`src/sv/cglu_pkg.sv`:
```
package cglu_pkg;

    // default table depth
    localparam int MAX_STOPS_DEF = 8;

    // field widths
    localparam int IDX_W   = 3;
    localparam int TIME_W  = 16;
    localparam int CHAN_W  = 8;
    localparam int COLOR_W = 4 * CHAN_W;
    localparam int ID_W    = 16;
    localparam int CNT_W   = 4;
    localparam int ENTRY_W = TIME_W + COLOR_W;

    // packed stream widths
    localparam int S_DATA_W = 88;
    localparam int M_DATA_W = 48;

    // item kinds carried on tuser
    localparam logic FUNC_WRITE = 1'b0;
    localparam logic FUNC_QUERY = 1'b1;

    // stop count after reset
    localparam logic [CNT_W-1:0] STOP_COUNT_RESET = 4'd5;

    typedef enum logic [1:0] {
        ST_IDLE,
        ST_SCAN,
        ST_DIV,
        ST_FINISH
    } cglu_state_t;

    // stop time of an entry that was never written
    function automatic logic [TIME_W-1:0] stop_reset_time(input int unsigned idx);
        logic [TIME_W-1:0] t;
        case (idx)
            0:       t = 16'd0;
            1:       t = 16'd9830;
            2:       t = 16'd22938;
            3:       t = 16'd32768;
            4:       t = 16'd32768;
            default: t = 16'd0;
        endcase
        return t;
    endfunction

    // stop color of an entry that was never written, red in the low byte
    function automatic logic [COLOR_W-1:0] stop_reset_color(input int unsigned idx);
        logic [COLOR_W-1:0] c;
        case (idx)
            0:       c = 32'hFFCC_FFFF;
            1:       c = 32'hFF00_80FF;
            2:       c = 32'h8000_1ACC;
            3:       c = 32'h0000_0033;
            default: c = 32'h0000_0000;
        endcase
        return c;
    endfunction

endpackage

```
`src/sv/color_gradient_lerp_unit.sv`:
```
// Piecewise linear color gradient. The stop table (time and RGBA color per stop) sits in
// one synchronous memory of MAX_STOPS entries; entries never written read as the built-in
// fire gradient. A write item (tuser = 0) stores one stop and returns a zero color. A
// query item (tuser = 1) reads the stops one per cycle, comparing each segment against
// the age, then runs a 16-step restoring divider for the fraction when the segment has a
// nonzero span, and a lerp step. It reads only stop 0 when the active stop count is 0 or
// 1, else at most the active stop count. One item is in work at a time; its result waits
// in the output register while the next item is taken. Stop count is written on the cfg
// channel, which is always ready.
module color_gradient_lerp_unit
    import cglu_pkg::*;
#(
    parameter int MAX_STOPS = MAX_STOPS_DEF
)
(
    input  logic                clk,
    input  logic                rst_n,

    // cfg write: stop count
    input  logic                cfg_valid,
    output logic                cfg_ready,
    input  logic [CNT_W-1:0]    cfg_data,

    // input items
    input  logic                s_axis_tvalid,
    output logic                s_axis_tready,
    // stop_index[2:0], stop_time[18:3], stop_red[26:19], stop_green[34:27],
    // stop_blue[42:35], stop_alpha[50:43], age[66:51], particle_id[82:67], zero pad
    input  logic [S_DATA_W-1:0] s_axis_tdata,
    // func[0]
    input  logic                s_axis_tuser,

    // result items
    output logic                m_axis_tvalid,
    input  logic                m_axis_tready,
    // result_id[15:0], red[23:16], green[31:24], blue[39:32], alpha[47:40]
    output logic [M_DATA_W-1:0] m_axis_tdata
);

    localparam int AW = (MAX_STOPS > 1) ? $clog2(MAX_STOPS) : 1;
    localparam int CW = $clog2(MAX_STOPS + 1);

    // input field unpacking
    logic [IDX_W-1:0]   in_stop_index;
    logic [TIME_W-1:0]  in_stop_time;
    logic [COLOR_W-1:0] in_stop_color;
    logic [TIME_W-1:0]  in_age;
    logic [ID_W-1:0]    in_particle_id;

    assign in_stop_index  = s_axis_tdata[2:0];
    assign in_stop_time   = s_axis_tdata[18:3];
    assign in_stop_color  = s_axis_tdata[50:19];
    assign in_age         = s_axis_tdata[66:51];
    assign in_particle_id = s_axis_tdata[82:67];

    // stop table memory with per-entry written bits
    logic [ENTRY_W-1:0]   mem [MAX_STOPS];
    logic [MAX_STOPS-1:0] written_reg, written_next;
    logic                 mem_we;
    logic [AW-1:0]        mem_wr_addr;
    logic [AW-1:0]        rd_addr;
    logic [ENTRY_W-1:0]   rd_data_reg;
    logic                 rd_written_reg;
    logic [AW-1:0]        rd_addr_reg;

    // control and payload registers
    cglu_state_t          state_reg, state_next;
    logic [CNT_W-1:0]     stop_count_reg, stop_count_next;
    logic [CW-1:0]        count_reg, count_next;
    logic [AW-1:0]        idx_reg, idx_next;
    logic [TIME_W-1:0]    age_reg, age_next;
    logic [ID_W-1:0]      id_reg, id_next;
    logic [TIME_W-1:0]    prev_time_reg, prev_time_next;
    logic [COLOR_W-1:0]   prev_color_reg, prev_color_next;
    logic [COLOR_W-1:0]   c0_reg, c0_next;
    logic [COLOR_W-1:0]   c1_reg, c1_next;
    logic [16:0]          rem_reg, rem_next;
    logic [TIME_W-1:0]    den_reg, den_next;
    logic [15:0]          quo_reg, quo_next;
    logic [3:0]           div_cnt_reg, div_cnt_next;
    logic                 m_valid_reg, m_valid_next;
    logic [M_DATA_W-1:0]  m_data_reg, m_data_next;

    // entry as seen by the scan
    logic [TIME_W-1:0]    cur_time;
    logic [COLOR_W-1:0]   cur_color;

    // datapath helpers
    logic [16:0]          trial;
    logic                 out_free;
    logic [COLOR_W-1:0]   lerp_color;

    assign cfg_ready     = 1'b1;
    assign s_axis_tready = (state_reg == ST_IDLE);
    assign m_axis_tvalid = m_valid_reg;
    assign m_axis_tdata  = m_data_reg;

    assign cur_time  = rd_written_reg ? rd_data_reg[ENTRY_W-1:COLOR_W]
                                      : stop_reset_time(int'(rd_addr_reg));
    assign cur_color = rd_written_reg ? rd_data_reg[COLOR_W-1:0]
                                      : stop_reset_color(int'(rd_addr_reg));

    assign out_free = !m_valid_reg || m_axis_tready;

    // read address: next entry while scanning, entry 0 otherwise
    assign rd_addr = (state_reg == ST_SCAN) ? idx_reg + AW'(1) : '0;

    // memory write port and registered read port
    always_ff @(posedge clk)
    begin
        if (mem_we)
        begin
            mem[mem_wr_addr] <= {in_stop_time, in_stop_color};
        end
        rd_data_reg    <= mem[rd_addr];
        rd_written_reg <= written_reg[rd_addr];
        rd_addr_reg    <= rd_addr;
    end

    // restoring divider step: no shift on the first quotient bit
    assign trial = (div_cnt_reg == 4'd15) ? rem_reg : {rem_reg[15:0], 1'b0};

    // per-channel lerp: c0 + floor((c1 - c0) * frac / 32768)
    always_comb
    begin
        logic signed [8:0]  diff;
        logic signed [25:0] prod;
        logic signed [25:0] step;
        for (int ch = 0; ch < 4; ch++)
        begin
            diff = $signed({1'b0, c1_reg[ch*CHAN_W +: CHAN_W]})
                 - $signed({1'b0, c0_reg[ch*CHAN_W +: CHAN_W]});
            prod = 26'(diff) * $signed({10'd0, quo_reg});
            step = prod >>> 15;
            lerp_color[ch*CHAN_W +: CHAN_W] = c0_reg[ch*CHAN_W +: CHAN_W] + step[7:0];
        end
    end

    // next state and datapath control
    always_comb
    begin
        state_next      = state_reg;
        stop_count_next = stop_count_reg;
        count_next      = count_reg;
        idx_next        = idx_reg;
        age_next        = age_reg;
        id_next         = id_reg;
        prev_time_next  = prev_time_reg;
        prev_color_next = prev_color_reg;
        c0_next         = c0_reg;
        c1_next         = c1_reg;
        rem_next        = rem_reg;
        den_next        = den_reg;
        quo_next        = quo_reg;
        div_cnt_next    = div_cnt_reg;
        m_valid_next    = m_valid_reg;
        m_data_next     = m_data_reg;
        written_next    = written_reg;
        mem_we          = 1'b0;
        mem_wr_addr     = AW'(in_stop_index);

        // stop count register
        if (cfg_valid)
        begin
            stop_count_next = cfg_data;
        end

        // output register drains
        if (m_valid_reg && m_axis_tready)
        begin
            m_valid_next = 1'b0;
        end

        case (state_reg)
            ST_IDLE:
            begin
                if (s_axis_tvalid)
                begin
                    id_next  = in_particle_id;
                    age_next = in_age;
                    idx_next = '0;
                    if (32'(stop_count_reg) > MAX_STOPS)
                    begin
                        count_next = CW'(MAX_STOPS);
                    end
                    else
                    begin
                        count_next = CW'(stop_count_reg);
                    end
                    if (s_axis_tuser == FUNC_WRITE)
                    begin
                        // store the stop, answer with zero color
                        if (32'(in_stop_index) < MAX_STOPS)
                        begin
                            mem_we                    = 1'b1;
                            written_next[mem_wr_addr] = 1'b1;
                        end
                        c0_next    = '0;
                        c1_next    = '0;
                        quo_next   = '0;
                        state_next = ST_FINISH;
                    end
                    else
                    begin
                        state_next = ST_SCAN;
                    end
                end
            end

            ST_SCAN:
            begin
                if (idx_reg == '0)
                begin
                    if (count_reg <= CW'(1))
                    begin
                        // single stop or none: stop 0
                        c0_next    = cur_color;
                        c1_next    = cur_color;
                        quo_next   = '0;
                        state_next = ST_FINISH;
                    end
                    else
                    begin
                        prev_time_next  = cur_time;
                        prev_color_next = cur_color;
                        idx_next        = idx_reg + AW'(1);
                    end
                end
                else if (age_reg >= prev_time_reg && age_reg <= cur_time)
                begin
                    // matching segment
                    c0_next  = prev_color_reg;
                    c1_next  = cur_color;
                    quo_next = '0;
                    if (cur_time > prev_time_reg)
                    begin
                        rem_next     = {1'b0, age_reg - prev_time_reg};
                        den_next     = cur_time - prev_time_reg;
                        div_cnt_next = 4'd15;
                        state_next   = ST_DIV;
                    end
                    else
                    begin
                        state_next = ST_FINISH;
                    end
                end
                else if (CW'(idx_reg) + CW'(1) == count_reg)
                begin
                    // no segment matched: last active stop
                    c0_next    = cur_color;
                    c1_next    = cur_color;
                    quo_next   = '0;
                    state_next = ST_FINISH;
                end
                else
                begin
                    prev_time_next  = cur_time;
                    prev_color_next = cur_color;
                    idx_next        = idx_reg + AW'(1);
                end
            end

            ST_DIV:
            begin
                // one quotient bit per cycle
                if (trial >= {1'b0, den_reg})
                begin
                    rem_next = trial - {1'b0, den_reg};
                    quo_next = {quo_reg[14:0], 1'b1};
                end
                else
                begin
                    rem_next = trial;
                    quo_next = {quo_reg[14:0], 1'b0};
                end
                div_cnt_next = div_cnt_reg - 4'd1;
                if (div_cnt_reg == 4'd0)
                begin
                    state_next = ST_FINISH;
                end
            end

            ST_FINISH:
            begin
                // lerp into the output register once it is free
                if (out_free)
                begin
                    m_data_next  = {lerp_color, id_reg};
                    m_valid_next = 1'b1;
                    state_next   = ST_IDLE;
                end
            end

            default:
            begin
                state_next = ST_IDLE;
            end
        endcase
    end

    // control registers
    always_ff @(posedge clk or negedge rst_n)
    begin
        if (!rst_n)
        begin
            state_reg      <= ST_IDLE;
            stop_count_reg <= STOP_COUNT_RESET;
            written_reg    <= '0;
            m_valid_reg    <= 1'b0;
            count_reg      <= '0;
            idx_reg        <= '0;
            div_cnt_reg    <= '0;
        end
        else
        begin
            state_reg      <= state_next;
            stop_count_reg <= stop_count_next;
            written_reg    <= written_next;
            m_valid_reg    <= m_valid_next;
            count_reg      <= count_next;
            idx_reg        <= idx_next;
            div_cnt_reg    <= div_cnt_next;
        end
    end

    // payload registers
    always_ff @(posedge clk)
    begin
        age_reg        <= age_next;
        id_reg         <= id_next;
        prev_time_reg  <= prev_time_next;
        prev_color_reg <= prev_color_next;
        c0_reg         <= c0_next;
        c1_reg         <= c1_next;
        rem_reg        <= rem_next;
        den_reg        <= den_next;
        quo_reg        <= quo_next;
        m_data_reg     <= m_data_next;
    end

endmodule
```
`config.mk`:
```
export PLATFORM = sky130hd
export DESIGN_NAME = color_gradient_lerp_unit
export DESIGN_NICKNAME = d
export VERILOG_FILES = /design/src/sv/cglu_pkg.sv /design/src/sv/color_gradient_lerp_unit.sv
export SDC_FILE = /design/constraint.sdc
export NUM_CORES = 2
export LEC_CHECK = 0
export BUFFER_PORTS_ARGS = -buffer_cell sky130_fd_sc_hd__buf_4
export CORE_ASPECT_RATIO = 0.8
export CORE_UTILIZATION = 38
export DETAILED_ROUTE_END_ITERATION = 8
export PLACE_DENSITY_LB_ADDON = 0.08
export SYNTH_ARGS = -nofsm -noshare
export SYNTH_HDL_FRONTEND = slang
export SYNTH_SLANG_ARGS = --single-unit
```
`constraint.sdc`:
```
create_clock -name clk -period 7.7 [get_ports clk]
set_input_delay 1.54 -clock clk [delete_from_list [all_inputs] [get_ports clk]]
set_output_delay 1.54 -clock clk [all_outputs]
set_load 0.005 [all_outputs]
```
### Yosys cells after proc, flatten, opt, wreduce, memory -nomap -nowiden

Memories as Yosys holds them, arrays and structs flattened. A register that Yosys moved wholly into a read port is not among the register bits.
Cells that the tools add are included.

| cells by class | value |
|---|---|
| reduce and logical (&&, ||, !) cells | 23 |
| muxes and demuxes | 70 |
| order comparisons | 9 |
| equality and inequality tests | 24 |
| multipliers | 4 |
| $add $sub $neg | 14 |
| bitwise logic cells | 3 |

Operators by type and width:

| kind | count |
|---|---|
| $mux W32 | 13 |
| $mux W16 | 11 |
| $pmux W32 S2 | 2 |
| $pmux W32 S4 | 1 |
| $pmux W16 S3 | 2 |
| $mul A9 B17 Y23 | 4 |
| $mux W17 | 5 |
| $sub A8 B8 Y9 | 4 |
| $pmux W17 S2 | 1 |
| $add A8 B8 Y8 | 4 |
| $sub A16 B16 Y16 | 2 |
| $reduce_and A5 Y1 | 4 |
| $mux W3 | 6 |
| $ge A17 B16 Y1 | 1 |
| $sub A17 B16 Y17 | 1 |
| $ge A16 B16 Y1 | 1 |
| $gt A16 B16 Y1 | 1 |
| $le A16 B16 Y1 | 1 |
| $mux W2 | 8 |
| $mux W4 | 4 |
| $ne A2 B2 Y1 const B | 8 |
| $mux W1 | 12 |
| $reduce_and A4 Y1 | 3 |
| $ne A3 B3 Y1 const B | 3 |
| 35 further kinds | 45 |

| storage, ports and cells | value |
|---|---|
| bits of input ports | 98 |
| RAM bits | 384 |
| memories | 1 |
| word-level logic and storage cells | 167 |
| output and inout bits | 51 |
| bits in registers | 271 |

Memory list:

| name | depth | bits a word | read ports | clocked after Yosys merged registers in | wr ports | line | source |
|---|---|---|---|---|---|---|---|
| mem | 8 | 48 | 1 | 1 | 1 | color_gradient_lerp_unit.sv:57 | `logic [ENTRY_W-1:0] mem [MAX_STOPS];` |

### Longest topological paths before layout

| depth | value |
|---|---|
| depth after elaboration | 9 |
| gate-level depth with buffers | 37 |
| depth with buffers taken out | 36 |

### Worst setup path before layout

No wires, ideal clock.

| timing path | value |
|---|---|
| kind | register to register |
| from | register c0_reg[16] |
| to | register m_data_reg[39] (netlist: m_axis_tdata[39]) (data pin) |
| setup time | 0.260 ns |
| path buffers | 1 |
| required time | 7.440 ns |
| slack | -0.145 ns |
| clock period less this slack | 7.845 ns |
| arrival | 7.586 ns |
| cell stages (with the launch flop) | 34 |
| cells stage by stage | edfxtp_1 -> ha_1 -> fa_1 -> o21ai_0 -> a21oi_1 -> a2bb2oi_1 -> nor2b_1 -> xnor2_1 -> clkbuf_1 -> nand2_1 -> fa_1 -> fa_1 -> inv_1 -> fa_1 -> fa_1 -> inv_1 -> fa_1 -> inv_1 -> ha_1 -> a22oi_1 -> nand2_1 -> a31o_2 -> a311o_1 -> a21o_1 -> a21oi_1 -> o21ai_1 -> a21oi_1 -> xnor2_1 -> ha_1 -> o41a_1 -> xnor2_1 -> xnor2_1 -> xnor2_1 -> xnor2_1 |

| between the ends | value |
|---|---|
| word-level cells in the longest chain between the ends | 3 |

Ends and longest elaborated chain:

| item | line | source |
|---|---|---|
| from (decl) | color_gradient_lerp_unit.sv:75 | `logic [COLOR_W-1:0] c0_reg, c0_next;` |
| from (signal assigned) | color_gradient_lerp_unit.sv:333 | `c0_reg <= c0_next;` |
| $sub A8 B8 Y9 | color_gradient_lerp_unit.sv:132 | `- $signed({1'b0, c0_reg[ch*CHAN_W +: CHAN_W]});` |
| $mul A9 B17 Y23 | color_gradient_lerp_unit.sv:133 | `prod = 26'(diff) * $signed({10'd0, quo_reg});` |
| $add A8 B8 Y8 * | color_gradient_lerp_unit.sv:135 | `lerp_color[ch*CHAN_W +: CHAN_W] = c0_reg[ch*CHAN_W +: CHAN_W] + step[7:0];` |
| named net lerp_color[23] | color_gradient_lerp_unit.sv:91 | `logic [COLOR_W-1:0] lerp_color;` |
| to (signal assigned) | color_gradient_lerp_unit.sv:338 | `m_data_reg <= m_data_next;` |
| to (decl) | color_gradient_lerp_unit.sv:82 | `logic [M_DATA_W-1:0] m_data_reg, m_data_next;` |

The timed path passes the listed nets; every way through them passes the cells marked *.
A chain may end at the register's enable or synchronous reset.

### Worst setup path after layout

| timing path | value |
|---|---|
| from | register c0_reg[8] |
| to | register m_data_reg[31] (netlist: m_axis_tdata[31]) (data pin) |

The elaborated chain is that of the path after synthesis.

==> out/qor.txt <==
Most common cell after layout, fill and taps aside: edfxtp_1
Wire length on met3: 4550 µm
Worst-path fanout max: 3
TritonCTS clock tree: built
Area Overhead vs Synth: 19.0%
Unrepaired setup endpoints after global routing: yes
Place WS: -0.642 ns
Post-synth EDFFs: 625
Global-route wire length before repair: 186000 µm
Largest net degree at the start of global routing: 69
Clk sinks: 703
Inst Count DP: 6101
Slew HR: 0.303
Syn_area_per_cell: 11.3 µm²
Yosys reg bits: 703
Ratio of cells with drive above 1 in the final layout: 0.192
Yosys warning count: 0
Core area: 123000 µm²
Vias: 30.5k
HP Class: reg -> reg
Top FF cell, synth: edfxtp_1
Vias in the first global route: 31.1k
Die Area: 126000 µm²
Syn nets: 5016
Detailed placement HPWL: 83000 µm
Overall routing resource usage: 0.192
CTS Buf Count: 79
Most frequent cells in the layout: edfxtp_1 (625), buf_4 (480), inv_1 (422)
Die W: 397 µm
Synth area leader: edfxtp_1
DRC Markers: 0
Placer Congestion: 0.808
Max reg flops: 384
CTS Root Cell: clkbuf_16
DRT Wirelength: 119000 µm
Clock slew at reported path FFs: 0.06 ns
Die H: 318 µm
Pre-antenna DRT Iters: 7
Syn Std Cell Area: 47400 µm²
Crit path DAT: 8.43 ns
Critical path data required time: 8.12 ns
Final count of negative-setup-slack endpoints: 6
Total congestion overflow: 0
Status: complete, but fails checks
Top-Level Pins: 149
Met1 wire length: 60200 µm
Endpoint type of the worst setup path: flip-flop
# nets final: 5402
DR WL/cell: 18.9 µm
Slew Limit Fails: 0
Setup Skew: 0.0403 ns
Area contributors post-synth: edfxtp_1 (40%), fa_1 (17%), ha_1 (8.8%)
Area after DPL: 52500 µm²
Initial DRC Count: 1688
Crit-path slowest cell: fa_1
Max layer used: met5
Sequential fraction of the synthesis area: 0.432
Fmax: 125 MHz
Antenna violations before repair: 12
Post-synth top area share: 0.396
Cell count after synthesis: 4183
Critical Path Start Type: flip-flop
Routed wl met2: 52400 µm
CP most frequent cell: fa_1
CP max stage delay: 0.55 ns
Clk_lat worst skew: 0.69 ns
Layout Utilization: 0.457
Tmin final: 8.01 ns
Failing checks: setup timing
ANT nets after route: 0
Final worst slack: -0.311 ns
Non-Filler Instances: 6276
Clk buf depth: 3
Fin crit share: 1.04
Vias per Instance: 4.86
# H-tree levels: 3
Crit Path Class: reg -> reg
Num rows: 115
Port Buffer Count: 142
Actual slew at the worst max-slew pin: 1.04 ns
Fraction of registers with async set/reset: 0.0370
Fin. Hold Viols: 0
Maxcap violations: 0
Synth cell types: 86
Starting Density: 0.384
Final Instance Area: 56400 µm²
[critical path: cells and delay by family (launching register included)]
family | cells | cell delay (ns)
adder cells (fa/ha/maj) | 9 | 3.62
AO/OA/AOI/OAI | 9 | 1.60
XOR/XNOR | 6 | 0.82
AND/OR/NAND/NOR | 7 | 0.78
buffers and inverters | 5 | 0.51
flip-flops | 1 | 0.40
[Yosys cell counts, types with 10 or more instances]
cell type / instances
nand2_1: 406
nor3_1: 32
or2_2: 37
xnor2_1: 102
nand3_1: 158
nor2_1: 168
ha_1: 332
nor2b_1: 35
a21oi_1: 111
or3_1: 17
xor2_1: 32
o21a_1: 14
buf_2: 10
inv_1: 430
a21o_1: 51
nand2b_1: 129
mux2i_1: 97
dfrtp_1: 24
o21ai_0: 251
clkbuf_1: 171
mux2_2: 22
nand4_1: 11
fa_1: 403
dfxtp_1: 52
o21bai_1: 15
and2_1: 298
and3_1: 11
o211ai_1: 11
edfxtp_1: 625
[cell type report]
cell class / instances / area [µm²]
repair buffers: 498 / 3880
diodes: 2 / 5.00
flip-flops and latches: 703 / 20500
multi-input cells: 2852 / 25700
clock inverters: 34 / 413
well taps: 1638 / 2050
clock buffers: 114 / 2280
inverters: 435 / 1640
fillers: 11500 / 66900
[worst paths after layout]
path,depth (start not counted),end,slack [ns],from
worst max register to register,36,m_axis_tdata[31]$_DFFE_PP_,-0.31,c0_reg[8]$_SDFFCE_PN0P_
max in group asynchronous,1,stop_count_reg[2]$_DFFE_PN1P_,6.57,rst_n
worst max-delay path,36,m_axis_tdata[31]$_DFFE_PP_,-0.31,c0_reg[8]$_SDFFCE_PN0P_
worst min register to register,0,m_axis_tdata[3]$_DFFE_PP_,0.42,id_reg[3]$_DFFE_PP_
min in group asynchronous,1,written_reg[0]$_DFFE_PN0P_,0.80,rst_n
worst min-delay path,0,m_axis_tdata[3]$_DFFE_PP_,0.42,id_reg[3]$_DFFE_PP_
[what timing repair did]
action / CTS / global route
pin swaps: 62 / 140
gates cloned: 0 / 2
setup buffers: 15 / 22
setup endpoints to repair: 13 / 17
gates resized for setup: 98 / 149
hold buffers: 0 / 0
[layer usage]
| metal | track usage | up-vias |
|---|---|---|
| li1 | - | 14800 |
| met1 | 0.290 | 15100 |
| met2 | 0.293 | 424 |
| met3 | 0.0283 | 102 |
| met4 | 0.0339 | 4 |
| met5 | 0 | - |
[kinds of logic (layout without fill, tap and decap cells)]
family                   Yosys count  in the layout  share of synthesized area
adder cells (fa/ha/maj)          735            735                      0.258
flip-flops                       703            703                      0.432
other                              1              3                  0.0000792
multiplexers                     122            122                     0.0272
AO/OA/AOI/OAI                    533            533                     0.0665
AND/OR/NAND/NOR                 1326           1327                      0.141
buffers and inverters            629           1081                     0.0504
XOR/XNOR                         134            134                     0.0248
[stage by stage]
step | hold WS, ns | setup TNS, ns
floorplan | 0.400 | -0.0116
global placement | 0.401 | -3.17
detailed placement | 0.406 | -3.27
CTS | 0.419 | -0.909
global route | 0.423 | -3.64
finish | 0.416 | -1.06
Power is not shown: default switching activity piles up to over one toggle a cycle in this logic, so the estimate is an artifact.
